### src/hw/rtl/trs_pkg.sv
package trs_pkg;

    // Song geometry
    localparam int ROWS_PER_PATTERN = 64;
    localparam int MAX_POSITIONS    = 128;

    // Field widths
    localparam int OP_W  = 3;
    localparam int TGT_W = 8;
    localparam int LEN_W = 8;
    localparam int POS_W = 7;
    localparam int ROW_W = 6;

    localparam logic [LEN_W-1:0] SONG_LEN_RESET = LEN_W'(1);

    // Operation codes
    typedef enum logic [OP_W-1:0] {
        OP_RESTART = 3'd0,
        OP_ADVANCE = 3'd1,
        OP_JUMP    = 3'd2,
        OP_SET_ROW = 3'd3,
        OP_SET_POS = 3'd4
    } op_t;

endpackage

### src/hw/rtl/tracker_row_sequencer_core.sv
// Tracker row sequencer: keeps the playback location of a song (position,
// row within a 64-row pattern, a queued jump and an end-of-song flag). Each
// accepted item carries one operation (restart, advance row, queue jump,
// set row, set position) and yields exactly one result that reports the
// location after that operation. An item can be accepted every clock cycle
// while item_stall is low. Each item passes through one input register and
// then the location registers, which also serve as the result register. The
// rate is set by the single update of the location registers per cycle. A
// stalled result holds the location registers, and once the input register
// is also full the input channel stalls. song_length is written through the
// cfg port; values above 128 act as 128, and a length of zero ignores every
// jump and position set.
module tracker_row_sequencer_core
    import trs_pkg::*;
(
    input  logic                    clk,
    input  logic                    rst_n,

    // Input item channel
    input  logic                    item_valid,
    output logic                    item_stall,
    input  logic [OP_W-1:0]         operation,
    input  logic [TGT_W-1:0]        target_position,
    input  logic [TGT_W-1:0]        target_row,

    // Result channel
    output logic                    result_valid,
    input  logic                    result_stall,
    output logic [POS_W-1:0]        position,
    output logic [ROW_W-1:0]        row,
    output logic                    end_of_song,
    output logic                    jump_pending,

    // Configuration write channel
    input  logic                    cfg_valid,
    output logic                    cfg_ready,
    input  logic [LEN_W-1:0]        cfg_data
);

    // Input stage
    logic                   in_valid_reg, in_valid_next;
    logic [OP_W-1:0]        in_op_reg;
    logic [TGT_W-1:0]       in_tpos_reg;
    logic [TGT_W-1:0]       in_trow_reg;

    // Location state, doubling as the result register
    logic                   res_valid_reg, res_valid_next;
    logic [POS_W-1:0]       cur_pos_reg, cur_pos_next;
    logic [ROW_W-1:0]       cur_row_reg, cur_row_next;
    logic [POS_W-1:0]       jump_pos_reg, jump_pos_next;
    logic [ROW_W-1:0]       jump_row_reg, jump_row_next;
    logic                   jump_flag_reg, jump_flag_next;
    logic                   ended_reg, ended_next;
    logic [LEN_W-1:0]       song_len_reg;

    logic                   item_xfer;
    logic                   step_fire;
    logic [LEN_W-1:0]       eff_len;
    logic [LEN_W-1:0]       pos_plus1;
    logic [ROW_W:0]         row_plus1;
    logic                   tpos_ok;
    logic                   trow_ok;
    op_t                    op;

    // Handshake control
    assign step_fire    = in_valid_reg && (!res_valid_reg || !result_stall);
    assign item_stall   = in_valid_reg && !step_fire;
    assign item_xfer    = item_valid && !item_stall;
    assign result_valid = res_valid_reg;
    assign cfg_ready    = 1'b1;

    always_comb
    begin
        if (item_xfer)
            in_valid_next = 1'b1;
        else if (step_fire)
            in_valid_next = 1'b0;
        else
            in_valid_next = in_valid_reg;

        if (step_fire)
            res_valid_next = 1'b1;
        else if (!result_stall)
            res_valid_next = 1'b0;
        else
            res_valid_next = res_valid_reg;
    end

    // Range checks against the saturated song length
    assign eff_len   = (song_len_reg > LEN_W'(MAX_POSITIONS)) ? LEN_W'(MAX_POSITIONS)
                                                              : song_len_reg;
    assign pos_plus1 = {1'b0, cur_pos_reg} + LEN_W'(1);
    assign row_plus1 = {1'b0, cur_row_reg} + (ROW_W+1)'(1);
    assign tpos_ok   = in_tpos_reg < eff_len;
    assign trow_ok   = in_trow_reg < TGT_W'(ROWS_PER_PATTERN);
    assign op        = op_t'(in_op_reg);

    // Next location for the operation in the input stage
    always_comb
    begin
        cur_pos_next   = cur_pos_reg;
        cur_row_next   = cur_row_reg;
        jump_pos_next  = jump_pos_reg;
        jump_row_next  = jump_row_reg;
        jump_flag_next = jump_flag_reg;
        ended_next     = ended_reg;

        case (op)
            OP_RESTART:
            begin
                cur_pos_next   = '0;
                cur_row_next   = '0;
                jump_flag_next = 1'b0;
                ended_next     = 1'b0;
            end
            OP_ADVANCE:
            begin
                if (!ended_reg)
                begin
                    if (jump_flag_reg)
                    begin
                        cur_pos_next   = jump_pos_reg;
                        cur_row_next   = jump_row_reg;
                        jump_flag_next = 1'b0;
                    end
                    else if (row_plus1 >= (ROW_W+1)'(ROWS_PER_PATTERN))
                    begin
                        // Wrap the pattern; end the song past the last position
                        cur_row_next = '0;
                        if (pos_plus1 >= eff_len)
                            ended_next = 1'b1;
                        else
                            cur_pos_next = pos_plus1[POS_W-1:0];
                    end
                    else
                    begin
                        cur_row_next = row_plus1[ROW_W-1:0];
                    end
                end
            end
            OP_JUMP:
            begin
                if (tpos_ok && trow_ok)
                begin
                    jump_pos_next  = in_tpos_reg[POS_W-1:0];
                    jump_row_next  = in_trow_reg[ROW_W-1:0];
                    jump_flag_next = 1'b1;
                end
            end
            OP_SET_ROW:
            begin
                if (trow_ok)
                    cur_row_next = in_trow_reg[ROW_W-1:0];
            end
            OP_SET_POS:
            begin
                if (tpos_ok)
                begin
                    cur_pos_next = in_tpos_reg[POS_W-1:0];
                    cur_row_next = '0;
                end
            end
            default:
            begin
                // Unknown codes leave the location as it is
            end
        endcase
    end

    // Control registers
    always_ff @(posedge clk or negedge rst_n)
    begin
        if (!rst_n)
        begin
            in_valid_reg  <= 1'b0;
            res_valid_reg <= 1'b0;
            song_len_reg  <= SONG_LEN_RESET;
        end
        else
        begin
            in_valid_reg  <= in_valid_next;
            res_valid_reg <= res_valid_next;
            if (cfg_valid && cfg_ready)
                song_len_reg <= cfg_data;
        end
    end

    // Capture the item on transfer
    always_ff @(posedge clk)
    begin
        if (item_xfer)
        begin
            in_op_reg   <= operation;
            in_tpos_reg <= target_position;
            in_trow_reg <= target_row;
        end
    end

    // Location state
    always_ff @(posedge clk or negedge rst_n)
    begin
        if (!rst_n)
        begin
            cur_pos_reg   <= '0;
            cur_row_reg   <= '0;
            jump_pos_reg  <= '0;
            jump_row_reg  <= '0;
            jump_flag_reg <= 1'b0;
            ended_reg     <= 1'b0;
        end
        else if (step_fire)
        begin
            cur_pos_reg   <= cur_pos_next;
            cur_row_reg   <= cur_row_next;
            jump_pos_reg  <= jump_pos_next;
            jump_row_reg  <= jump_row_next;
            jump_flag_reg <= jump_flag_next;
            ended_reg     <= ended_next;
        end
    end

    assign position     = cur_pos_reg;
    assign row          = cur_row_reg;
    assign end_of_song  = ended_reg;
    assign jump_pending = jump_flag_reg;

    // End of song is only ever raised by an advance
    a_end_by_advance: assert property (@(posedge clk) disable iff (!rst_n)
        $rose(ended_reg) |-> $past(step_fire && in_op_reg == OP_ADVANCE))
        else $error("end of song set by an operation other than advance");

    // A queued jump only appears through a queue jump operation
    a_jump_by_queue: assert property (@(posedge clk) disable iff (!rst_n)
        $rose(jump_flag_reg) |-> $past(step_fire && in_op_reg == OP_JUMP))
        else $error("jump flag set by an operation other than queue jump");

    // Restart returns to the top of the song
    a_restart_clears: assert property (@(posedge clk) disable iff (!rst_n)
        (step_fire && in_op_reg == OP_RESTART) |=>
            (cur_pos_reg == '0 && cur_row_reg == '0 && !ended_reg && !jump_flag_reg))
        else $error("restart did not clear the location");

    // Location changes only when a step produces a result
    a_state_with_result: assert property (@(posedge clk) disable iff (!rst_n)
        !$stable({cur_pos_reg, cur_row_reg, ended_reg, jump_flag_reg}) |-> res_valid_reg)
        else $error("location changed without a result");

endmodule
### config.mk
export PLATFORM = sky130hd
export DESIGN_NAME = tracker_row_sequencer_core
export DESIGN_NICKNAME = d
export VERILOG_FILES = /design/src/hw/rtl/trs_pkg.sv /design/src/hw/rtl/tracker_row_sequencer_core.sv
export SDC_FILE = /design/constraint.sdc
export NUM_CORES = 1
export LEC_CHECK = 0
export BUFFER_PORTS_ARGS = -buffer_cell sky130_fd_sc_hd__clkbuf_2
export CAP_MARGIN = 20
export CORE_UTILIZATION = 51
export DETAILED_ROUTE_END_ITERATION = 12
export PLACE_DENSITY = 0.76
export RECOVER_POWER = 50
export SYNTH_ARGS = -nofsm -noshare
export SYNTH_HDL_FRONTEND = slang
export SYNTH_SLANG_ARGS = --single-unit
### constraint.sdc
create_clock -name clk -period 2.67 [get_ports clk]
set_clock_uncertainty 0.2 [all_clocks]
set_input_delay 0.4005 -clock clk [delete_from_list [all_inputs] [get_ports clk]]
set_output_delay 0.4005 -clock clk [all_outputs]
set_load 0.05 [all_outputs]
* Word-level counts from Yosys, hierarchy flattened
Cells that the tools add are included.
** Cells by class
- Add/subtract/negate cells :: 2
- $lt $le $gt $ge :: 5
- Eq/ne operators :: 11
- Multiplexer cells :: 25
- Reduce and logical (&&, ||, !) cells :: 20
** Operator list (count)
- 2-to-1 mux 7 bit :: 5
- 2-to-1 mux 6 bit :: 5
- one-hot mux 6 bit (4 select lines) :: 1
- one-hot mux 7 bit (3 select lines) :: 1
- 2-to-1 mux 1 bit :: 10
- adder 7 x 1 -> 8 bit (second input constant) :: 1
- greater-or-equal comparator 8 bit :: 1
- > comparator 8 bit (second input constant) :: 1
- < comparator 8 x 7 -> 1 bit (second input constant) :: 1
- < comparator 8 bit :: 1
- 2-to-1 mux 8 bit :: 1
- inequality test 2 bit (second input constant) :: 4
- adder 6 x 1 -> 7 bit (second input constant) :: 1
- greater-or-equal comparator 7 bit (second input constant) :: 1
- equality test 3 x 2 -> 1 bit (second input constant) :: 2
- inequality test 3 bit (second input constant) :: 2
- AND reduction 6 bit :: 1
- nonzero test 3 bit :: 2
- AND reduction 5 bit :: 1
- logical AND 1 bit :: 4
- logical NOT 1 bit :: 4
- AND reduction 4 bit :: 1
- nonzero test 2 bit :: 2
- nonzero test 4 bit :: 1
- 9 further kinds :: 9
** Storage, ports and cells
- Register bits :: 57
- Output and inout bits :: 18
- Word-level logic and storage cells :: 75

* Longest topological paths before layout
- Depth after elaboration :: 8
- Mapped depth :: 10
- Depth with buffers taken out :: 10

* Worst setup path after synthesis
No wires, ideal clock.
- Path type :: register to register
- Start point :: register cur_pos_reg[2] (netlist: position[2])
- End point :: register cur_pos_reg[0] (netlist: position[0])
- Setup time :: 0.125 ns
- Arrival :: 2.851 ns
- Slack :: -0.506 ns
- Cell stages (with the launch flop) :: 10
- Buffers on the path :: 0
- Cells stage by stage :: dfrtp_1 -> nand3_1 -> o21a_1 -> or2_2 -> ha_1 -> a211oi_1 -> o21ai_0 -> a41o_1 -> a221oi_4 -> mux2_2
** On the way
- Longest elaborated chain between the ends :: 4
** Ends and longest elaborated chain
- start: declaration :: RTL line tracker_row_sequencer_core.sv:48 : logic [POS_W-1:0] cur_pos_reg, cur_pos_next;
- start signal: assignment :: RTL line tracker_row_sequencer_core.sv:213 : cur_pos_reg <= cur_pos_next;
- adder 7 x 1 -> 8 bit :: RTL line tracker_row_sequencer_core.sv:92 : assign pos_plus1 = {1'b0, cur_pos_reg} + LEN_W'(1);
- greater-or-equal comparator 8 bit :: RTL line tracker_row_sequencer_core.sv:130 : if (pos_plus1 >= eff_len)
- inequality test 3 bit (no source line)
- AND reduction 6 bit (no source line)
Every way passes these cells.
A chain may end at the register's enable or synchronous reset.

* Worst setup path in the final report
- Start point :: register cur_pos_reg[0] (netlist: position[0])
- End point :: register cur_pos_reg[1] (netlist: position[1])
** On the way
- Longest elaborated chain between the ends :: 6
- Elaborated cells between the ends (all ways) :: 9
- Those cells by class :: 1 x add/sub; 1 x order compare; 1 x eq/ne; 5 x mux; 1 x reduce/logical
** Ends and longest elaborated chain (RTL line)
- adder 7 x 1 -> 8 bit (*) :: tracker_row_sequencer_core.sv:92
- branches (longest 5 deep; another with greater-or-equal comparator 8 bit)
Mark *: on every way between the ends. The select of a mux whose other input is x is not followed.

==> results.md <==
* Status: complete, but fails checks
* Failing checks: negative setup slack
* Antenna Diode Count at 0
* CP cell instances: ha_4 > nand2_2 > nor2_2 > xnor2_1 > ha_2 > a211oi_2 > o21ai_1 > a41o_1 > a221oi_4 > buf_12 > mux2_4
* Initial antenna violation count at 0
* Cell variety after synth at 51
* Wirelength per Cell at roughly 17 µm
* CP startpoint kind: flip-flop
* Pins Over Slew Limit at 0
* Synth warn at 0
* DRT Wirelength at 7000 µm
* WHS at approximately 32 ps
* Post-Syn Nets at 307
* Residual DRC at 0
* Register area share after synthesis at about half
* Peak supply drop at 0.390 mV
* Finished Cell Area at about 3900 µm²
* Internal at around 1.7 mW
* Cell Area, Placed at around 3500 µm²
* Dominant synthesized flop cell: dfrtp_1
* Fillers at between 400 and 500
* Post-synth EDFFs at 19
* Synth area leader: dfrtp_1
* Commonest cells after routing, fill and taps aside: 49 x clkbuf_2, 31 x dfrtp_1, 30 x buf_4
* Antenna violation net count after detailed routing at 0
* I/O Pins at 50
* Die width at 78.4 µm
* RD Place Congestion at ~0.87
* CP Data Required Time at 2690 ps
* Hold Violations, Final at 0
* Period utilization at 101%
* Clock latency at the later pin of the worst-skew pair at 340 ps
* Final setup fails at 6
* CP arrival at ~2700 ps
* Cell Rows at 27
* TritonCTS Buffers at 9
* Layout area overhead at 29.8%
* Die Y-Extent at just under 80 µm
* Pwr dens at ~650 nW/µm²
* # port buffers at 48
* CP max stage delay at approximately 440 ps
* Gr usage total at around a quarter
* Final min period at 2700 ps
* Sequential Power Share at between 40% and 50%
* CTS tree: built
* Max Freq at 0.371 GHz
* Root Buffer Master: clkbuf_8
* Vias per inst at between 5 and 6
* Top cells by area, synth: dfrtp_1 31%, edfxtp_1 19%, mux2_2 11%, ha_1 7.2%, nand2_1 3.4%
* CP max FO at 7
* CP top delay family: compound AO/OA/AOI/OAI gates
* Vias in the first global route at 2405
* Synth Cell Area at 2970 µm²
* Core area at ~5600 µm²
* Starting Density at ~53%
* Largest net degree at the start of global routing at 39
* WS Path Type: flip-flop to flip-flop
* Worst-Margin Slew at 961 ps
* GRT overflow at 0
* CTS clk-pin slew, worst paths at approximately 70 ps
* Crit-path slowest cell: dfrtp_2
* Top-area cell type share of the netlist area at between 30% and 40%
* Area occupied by multi-input gates at about 1500 µm²
* Comb pwr share at between 20% and 30%
* Final setup margin at -27.3 ps
* Post-Synthesis Cells at approximately 260
* Leak at 1.73 nW
* Vias at around 2.4k
* DRT iter0 DRCs at 84
* Relative slew slack at between 30% and 40%
* Clk buf depth at 2
* RSZ-0062 raised after global routing: yes
* Max-Cap Viols at 0
* Sw Share at between 30% and 40%
* Reg area at about 1500 µm²
* Critical Path Sink Type: flip-flop
* Clock network fraction of total power at between 20% and 30%
* Mapped Avg Cell Area at 11.5 µm²
* H-tree Lvls at 3
* Hold Crit Class: primary input to flip-flop
* HPWL after DPL at roughly 5000 µm
* Commonest non-fill, non-tap cell in the layout: clkbuf_2
* Fraction of layout cells with a size suffix above 1 at between 40% and 50%
* Wire length of the first global-routing pass at between 10000 and 15000 µm
* Worst path bufs/invs at 1
* CTS Sinks at 57
* Final Net Count at ~390
* Synth Register Bits at 57
* 1st-pass router iterations at 5
* Net Sw Power at about 0.83 mW
* Async SR Flop Fraction at around two thirds
* Die area at 6140 µm²
==> per-layer routing <==
metal / track usage, % / up-vias / wire length (µm)
li1: - / 1127 / -
met1: 28.9 / 1165 / 2880
met2: 44.1 / 72 / 3620
met3: 6.98 / 13 / 358
met4: 10.6 / 0 / 145
met5: 0 / - / 0
==> through the flow <==
step	total power [mW]	setup TNS (ps)	util [%]	cells	worst slack, ps
after detailed placement	1.76	-394	63.4	395	-69.3
after global placement	1.74	-275	63.4	395	-46.6
after CTS	2.52	-69.3	67.8	416	-16.3
after global routing	2.65	-894	69.2	419	-139
after floorplan	1.53	-1630	-	258	-244
final	2.53	-118	69.2	419	-27.3
==> cells by family after synthesis <==
kind of cell / synth area share (%)
xor+xnor: 1.47
compound gates: 14.5
flops: 51.2
buf+inv: 2.52
other cells: 0.126
mux: 11.6
fa+ha+maj: 7.15
simple gates: 11.4
==> worst reg2reg max path, stage by stage (launching register included) <==
cell,delay [ps]
dfrtp_2,440
ha_4,200
nand2_2,60
nor2_2,40
xnor2_1,150
ha_2,200
a211oi_2,170
o21ai_1,90
a41o_1,250
a221oi_4,330
buf_12,170
mux2_4,300
==> power groups by stage <==
stage	logic, mW	registers (mW)	clock network [mW]
floorplan	0.321	1.21	0
global placement	0.621	1.11	0
detailed placement	0.641	1.12	0
CTS	0.676	1.10	0.741
global route	0.750	1.12	0.784
finish	0.694	1.11	0.725
==> Yosys cell counts (2+ instances only) <==
cell type / instances
inv_1: 7
buf_4: 3
mux2i_1: 3
a32o_1: 2
nor2b_1: 2
clkbuf_1: 6
nor4b_1: 2
xnor2_1: 4
a21oi_1: 11
a32oi_1: 3
o21ai_0: 19
o2bb2ai_1: 2
nand3_1: 8
o211ai_1: 5
a21o_1: 3
nor2_1: 10
nand2_1: 27
ha_1: 17
o311ai_0: 3
nor3_1: 2
mux2_2: 28
a211oi_1: 2
dfrtp_1: 37
and2_1: 2
nand2b_1: 6
edfxtp_1: 19
==> final timing paths <==
kind,startpoint,endpoint,slack [ps],cells after the start
max,position[0],position[1],-30,11
min,target_row[2],in_trow_reg[2],30,1
max reg2reg,position[0],position[1],-30,11
min reg2reg,jump_pos_reg[5],jump_pos_reg[5],300,1
max in group asynchronous,rst_n,position[1],980,3
min in group asynchronous,rst_n,position[6],630,3
==> layout make-up <==
cell class | instances | area share, %
clock buffer | 11 | 3.92
clock inverter | 5 | 0.778
tap | 72 | 2.33
multi-input combinational | 184 | 39.3
timing repair buffer | 82 | 13.3
sequential | 57 | 39.6
inverter | 8 | 0.810
==> what timing repair did <==
action,in CTS,in global routing
setup buffers,4,3
setup endpoints to repair,16,20
hold endpoints to repair,37,0
hold buffers,1,0
pin swaps,8,5
resized for setup,5,14
Note: power is estimated with default switching activity, not from simulation.
